===== config.mk =====
export PLATFORM = sky130hd
export DESIGN_NAME = sorted_record_table
export DESIGN_NICKNAME = d
export VERILOG_FILES = /design/src/rtl/srt_pkg.sv /design/src/rtl/srt_cell.sv /design/src/rtl/sorted_record_table.sv
export SDC_FILE = /design/constraint.sdc
export NUM_CORES = 2
export LEC_CHECK = 0
export BUFFER_PORTS_ARGS = -buffer_cell sky130_fd_sc_hd__buf_2
export CORE_MARGIN = 4
export CORE_UTILIZATION = 55
export CTS_CLUSTER_DIAMETER = 200
export DETAILED_ROUTE_END_ITERATION = 16
export GPL_TIMING_DRIVEN = 1
export PLACE_DENSITY = 0.72
export SLEW_MARGIN = 20
export SYNTH_ARGS = -nofsm -noshare
export SYNTH_HDL_FRONTEND = slang
export SYNTH_SLANG_ARGS = --single-unit

===== constraint.sdc =====
create_clock -name clock -period 8.35 [get_ports clock]
set_input_delay 2.505 -clock clock [delete_from_list [all_inputs] [get_ports clock]]
set_output_delay 2.505 -clock clock [all_outputs]
set_load 0.005 [all_outputs]

===== src/rtl/srt_pkg.sv =====
// srt_pkg: shared types and codes of the sorted record table
package srt_pkg;

   localparam logic ACT_INSERT = 1'b0;
   localparam logic ACT_DELETE = 1'b1;

   localparam logic [1:0] ST_INSERTED  = 2'd0;
   localparam logic [1:0] ST_REMOVED   = 2'd1;
   localparam logic [1:0] ST_NOT_FOUND = 2'd2;
   localparam logic [1:0] ST_FULL      = 2'd3;

   typedef struct packed {
      logic               action;
      logic signed [31:0] key;
      logic [63:0]        name_chars;
      logic [31:0]        salary_bits;
   } req_type;

   typedef struct packed {
      logic [1:0] status;
      logic [4:0] entries_held;
   } rsp_type;

   typedef struct packed {
      logic signed [31:0] key;
      logic [63:0]        name_chars;
      logic [31:0]        salary_bits;
   } rec_type;

   // broadcast control from the sequencer to every cell
   typedef struct packed {
      logic compare;
      logic do_insert;
      logic do_delete;
   } cell_ctrl_type;

   typedef enum logic [1:0] {
      SEQ_IDLE,
      SEQ_COMPARE,
      SEQ_DECIDE,
      SEQ_APPLY
   } seq_state_type;

endpackage


===== src/rtl/srt_cell.sv =====
// srt_cell: one table slot with its key compare and neighbor shift
module srt_cell (
   input  logic                  clock,
   input  srt_pkg::cell_ctrl_type ctrl,
   input  srt_pkg::rec_type      new_rec,
   input  srt_pkg::rec_type      left_rec,
   input  srt_pkg::rec_type      right_rec,
   input  logic                  left_after,
   input  logic                  occupied,
   output srt_pkg::rec_type      rec,
   output logic                  after,
   output logic                  hit
);
   import srt_pkg::*;

   rec_type rec_ff;
   rec_type rec_in;
   logic    after_ff;
   logic    ge_ff;
   logic    hit_ff;

   // insert: open a gap above every smaller or equal key
   // delete: close the gap from the first key not below the target
   always_comb begin
      rec_in = rec_ff;
      if (ctrl.do_insert && after_ff) begin
         rec_in = left_after ? left_rec : new_rec;
      end else if (ctrl.do_delete && ge_ff) begin
         rec_in = right_rec;
      end
   end

   always_ff @(posedge clock) begin
      rec_ff <= rec_in;
      if (ctrl.compare) begin
         after_ff <= !occupied || (rec_ff.key > new_rec.key);
         ge_ff    <= occupied && (rec_ff.key >= new_rec.key);
         hit_ff   <= occupied && (rec_ff.key == new_rec.key);
      end
   end

   assign rec   = rec_ff;
   assign after = after_ff;
   assign hit   = hit_ff;

endmodule


===== src/rtl/sorted_record_table.sv =====
// sorted_record_table: bounded key-ordered record table built as a chain of cells
//
//   channel | direction | ports                          | payload
//   --------+-----------+--------------------------------+---------------------------
//   request | in        | req_valid, req_stall, req_data | action, key, name, salary
//   result  | out       | rsp_valid, rsp_stall, rsp_data | status, entries_held
//
// each item passes through four steps: accept, compare in every cell, reduce the
// delete hit flags, then shift the chain and register the result
// the result register frees the request side: a new item is taken while a
// finished result still waits, and the shift step waits for a free slot
// reset clears only the sequencer, fill count and result valid; slot
// contents are never read above the fill count
module sorted_record_table #(
   parameter int TABLE_DEPTH = 16
) (
   input  logic             clock,
   input  logic             reset,
   input  logic             req_valid,
   output logic             req_stall,
   input  srt_pkg::req_type req_data,
   output logic             rsp_valid,
   input  logic             rsp_stall,
   output srt_pkg::rsp_type rsp_data
);
   import srt_pkg::*;

   localparam int CW = $clog2(TABLE_DEPTH + 1);
   localparam logic [CW-1:0] FULL_COUNT = CW'(TABLE_DEPTH);

   seq_state_type state_ff, state_in;
   req_type       op_ff;
   logic [CW-1:0] fill_ff, fill_in;
   logic          hit_ff;
   logic          rsp_valid_ff, rsp_valid_in;
   rsp_type       rsp_ff, rsp_in;

   cell_ctrl_type ctrl;
   rec_type       new_rec;
   logic          accept;
   logic          fire;
   logic          table_full;

   // per-cell wiring of the chain
   rec_type             rec_vec   [TABLE_DEPTH];
   logic [TABLE_DEPTH-1:0] after_vec;
   logic [TABLE_DEPTH-1:0] hit_vec;
   logic [TABLE_DEPTH-1:0] occ_vec;

   assign new_rec.key         = op_ff.key;
   assign new_rec.name_chars  = op_ff.name_chars;
   assign new_rec.salary_bits = op_ff.salary_bits;

   assign table_full = (fill_ff == FULL_COUNT);

   // next state
   always_comb begin
      state_in = state_ff;
      case (state_ff)
         SEQ_IDLE:    if (req_valid) state_in = SEQ_COMPARE;
         SEQ_COMPARE: state_in = SEQ_DECIDE;
         SEQ_DECIDE:  state_in = SEQ_APPLY;
         SEQ_APPLY:   if (!rsp_valid_ff || !rsp_stall) state_in = SEQ_IDLE;
         default:     state_in = SEQ_IDLE;
      endcase
   end

   // sequencer outputs
   always_comb begin
      req_stall      = 1'b1;
      ctrl.compare   = 1'b0;
      fire           = 1'b0;
      case (state_ff)
         SEQ_IDLE:    req_stall = 1'b0;
         SEQ_COMPARE: ctrl.compare = 1'b1;
         SEQ_DECIDE:  ;
         SEQ_APPLY:   fire = !rsp_valid_ff || !rsp_stall;
         default:     ;
      endcase
      ctrl.do_insert = fire && (op_ff.action == ACT_INSERT) && !table_full;
      ctrl.do_delete = fire && (op_ff.action == ACT_DELETE) && hit_ff;
   end

   assign accept = req_valid && !req_stall;

   // fill count and result
   always_comb begin
      fill_in      = fill_ff;
      rsp_in       = rsp_ff;
      rsp_valid_in = rsp_valid_ff;
      if (!rsp_stall) rsp_valid_in = 1'b0;
      if (ctrl.do_insert) fill_in = fill_ff + 1'b1;
      if (ctrl.do_delete) fill_in = fill_ff - 1'b1;
      if (fire) begin
         rsp_valid_in = 1'b1;
         if (op_ff.action == ACT_INSERT) begin
            rsp_in.status = table_full ? ST_FULL : ST_INSERTED;
         end else begin
            rsp_in.status = hit_ff ? ST_REMOVED : ST_NOT_FOUND;
         end
         // count is reported modulo 32
         rsp_in.entries_held = 5'(fill_in);
      end
   end

   always_ff @(posedge clock) begin
      if (reset) begin
         state_ff     <= SEQ_IDLE;
         fill_ff      <= '0;
         rsp_valid_ff <= 1'b0;
      end else begin
         state_ff     <= state_in;
         fill_ff      <= fill_in;
         rsp_valid_ff <= rsp_valid_in;
      end
      if (accept) op_ff <= req_data;
      // any occupied cell holding the key makes the delete a hit
      if (state_ff == SEQ_DECIDE) hit_ff <= |hit_vec;
      rsp_ff <= rsp_in;
   end

   genvar i;
   generate
      for (i = 0; i < TABLE_DEPTH; i++) begin : g_cell
         localparam logic [CW-1:0] IDX = CW'(i);
         rec_type left_rec;
         rec_type right_rec;
         logic    left_after;

         assign occ_vec[i] = fill_ff > IDX;

         // cell zero has no left neighbor: when an insert moves it, it takes the new record
         if (i == 0) begin : g_first
            assign left_rec   = new_rec;
            assign left_after = 1'b0;
         end else begin : g_inner
            assign left_rec   = rec_vec[i-1];
            assign left_after = after_vec[i-1];
         end

         // the top cell keeps its own contents when the chain closes up
         if (i == TABLE_DEPTH - 1) begin : g_last
            assign right_rec = rec_vec[i];
         end else begin : g_below
            assign right_rec = rec_vec[i+1];
         end

         srt_cell u_cell (
            .clock      (clock),
            .ctrl       (ctrl),
            .new_rec    (new_rec),
            .left_rec   (left_rec),
            .right_rec  (right_rec),
            .left_after (left_after),
            .occupied   (occ_vec[i]),
            .rec        (rec_vec[i]),
            .after      (after_vec[i]),
            .hit        (hit_vec[i])
         );
      end
   endgenerate

   assign rsp_valid = rsp_valid_ff;
   assign rsp_data  = rsp_ff;

endmodule

==> impl_metrics.yaml <==
cells_and_area:
  fillers: 6068
  final_cells: 4908
  drive_gt1_frac: 0.0608
  fin_nets: 4549
  num_antenna_cells: 0
  syn_to_final_growth_pct: 8.58
placed_design:
  place_ws_ps: 2120
  hpwl_um: 79800
  numPortBuffers: 45
  dpl.cell_count: 4779
  place.gp.congestion: 0.881
logic_synthesis:
  synth_top_area_frac: 0.445
  synth_edf_count: 600
  synth-seq-area-share: 0.448
  synth_warnings: 0
  async_flop_share: 0
  syn_area_per_cell_sq_um: 10.4
  synth_common_cells: "662 x nand2_1, 600 x edfxtp_1, 573 x o21ai_0"
  synth_top_area_cell: "edfxtp_1"
  synth_area_leaders: "edfxtp_1 44%, ha_1 16%, mux2i_1 11%, o21ai_0 7.1%, nand2_1 6.1%"
  netlist_area_sq_mm: 0.0405
  synth_fp_nets: 4560
  synthFlopType: "edfxtp_1"
  ys_types: 64
  yosysMostFrequentCell: "nand2_1"
  syn_inst: 3905
  ys_ff_latch: 608
drt:
  wire_per_inst_um: 21.9
  first_iter_violations: 2856
  avgViaCountPerCell: 6.29
  ant_nets: 0
  vias: 30864
  wl_um: 108000
  dr.pass1.iters: 6
  drc: 0
worst_setup_path:
  crit_arrival_ps: 6110
  r2r_start: "fill_ff[0]"
  worstSetupPathType: "in -> reg"
  worst_setup_path_end_kind: "flop"
  reg2reg_to: "g_cell[6].u_cell.rec[96]"
  cp-startpoint: "rsp_stall"
  cp-start-kind: "primary input"
  critPathCapture: "g_cell[6].u_cell.rec[96]"
  ff2ff_path_depth: 7
  worstPathMaxFanout: 65
  r2r_slack_ps: 3510
  crit_required_ps: 8650
pwr:
  switching_share: 0.346
  switchingPower_mw: 3.54
  sequentialPowerShare: 0.413
  p_leak_nw: 20.6
  p_int_mw: 6.68
  irDropWorstVdd_mv: 0.233
  clkPwrFrac: 0.297
  pwr-share-comb: 0.290
  power_density_mw_per_mm2: 232
  finalPower_mw: 10.2
hold_path:
  hp-class: "reg -> reg"
  min-delay-start: "g_cell[15].u_cell.rec[96]"
sta:
  setup_viol: 0
  hold_ws_ps: 554
  worst_slew_pin_slew_ps: 1330
  relSlewSlack: 0.0932
  grt_setup_unrepaired: "false"
  skew_ps: 27.9
  hold_viol: 0
  setup_tns_ps: 0
  drv_slew: 0
  period_share: 0.697
  setup_ws_ps: 2530
  min_period_ps: 5820
  timing.fmax_ghz: 0.172
cts:
  ctsHoldBuffers: 0
  clock_latency_ps: 620
  clock_path_buffers: 3
  cts_buffers: 72
  clk_pin_slew_ps: 50
  cts_resized: 0
  htree_levels: 3
  root_buffer: "clkbuf_16"
  cts_tree: "yes"
  postCtsSetupRepairBufs: 0
  clkSinkCount: 608
floorplanning:
  core_area_sq_mm: 0.0730
  dieArea_sq_mm: 0.0781
  ioPinCount: 142
  initial_core_util: 0.556
  die_h_um: 279
  fp.dieW_um: 279
  std_cell_rows: 99
grt:
  grt_pass1_vias: 30325
  use_met1: 0.381
  overflow: 0
  use_met3: 0.0299
  grt_usage: 0.269
  grtUsageMet2: 0.446
  grt_busiest_layer: "met2"
  grt_max_degree: 66
  grt_pass1_wl_um: 169000
  antenna_found_initial: 2
flow_run:
  cap_violations: 0
outcome:
  status: "complete, no violations"
-- per-layer routing --
metal  part of all wire  vias up
met5                  0        -
met4              0.019        0
met3              0.059      160
met2               0.48     1030
met1               0.45    14969
li1                   -    14705
-- worst min path at each step --
stage,endpoint,slack (ps),depth (start not counted)
after floorplan,hit_ff,490,2
after global placement,rsp_valid,530,2
after detailed placement,g_cell[14].u_cell.rec[96],550,2
after CTS,g_cell[14].u_cell.rec[108],550,2
after global routing,g_cell[14].u_cell.rec[100],590,2
final,g_cell[14].u_cell.rec[96],550,2
-- cells by family after synthesis --
kind of cell	Yosys count	synth area share
compound gates	989	0.137
xor+xnor	3	0.000648
fa+ha+maj	522	0.161
buf+inv	277	0.0258
flops	608	0.448
mux	453	0.112
simple gates	1053	0.116
-- placed cells by master (no fill, tap or decap), types with 31 or more instances in the layout --
cell type | synthesis | routed
a21o_1 | 88 | 88
a21oi_1 | 197 | 197
buf_2 | 4 | 45
buf_4 | 0 | 77
clkbuf_16 | 0 | 75
edfxtp_1 | 600 | 600
ha_1 | 522 | 521
inv_1 | 70 | 70
mux2i_1 | 451 | 451
nand2_1 | 662 | 647
nand3_1 | 37 | 37
nand4_1 | 111 | 111
nor2_1 | 91 | 90
nor2b_1 | 43 | 43
nor3_1 | 31 | 31
o21ai_0 | 573 | 573
-- stage by stage --
stage	area, sq um	utilization
5_1_grt	44000	0.603
6_report	44000	0.603
4_1_cts	44000	0.603
2_1_floorplan	40500	-
3_5_place_dp	41800	0.573
3_3_place_gp	41800	0.573
-- power by group through the flow --
| stage | clock [mW] | combinational, mW | sequential [mW] |
|---|---|---|---|
| 6_report | 3.04 | 2.96 | 4.22 |
| 5_1_grt | 3.20 | 3.33 | 4.26 |
| 4_1_cts | 3.07 | 2.93 | 4.22 |
| 3_5_place_dp | 0 | 2.90 | 4.28 |
| 3_3_place_gp | 0 | 2.77 | 4.28 |
| 2_1_floorplan | 0 | 2.10 | 4.11 |
-- registers in the layout (all words and copies together) (netlist names) --
register and flops:
fill_ff 5, g_cell.left_rec 32, g_cell.u_cell.after 16, g_cell.u_cell.ge_ff 15, g_cell.u_cell.hit 16, g_cell.u_cell.rec 512, hit_ff 1, op_ff 1
rsp_data 7, rsp_valid 1, state_ff 2
-- cell type report --
type                    instances  area [sq um]  share of cell area
multi-input cells            3020         21400               0.486
flip-flops and latches        608         18200               0.413
clock buffers                  94          1950              0.0443
well taps                     959          1200              0.0273
repair buffers                122           803              0.0183
inverters                      70           263             0.00597
clock inverters                35           234             0.00532
-- worst max-delay path: stages --
cell and delay (ps):
buf_2 110, a21bo_2 270, nor3_4 950, nand2_2 910, nand2_1 950, buf_4 400
No activity file was read; power rests on OpenSTA's default activity.
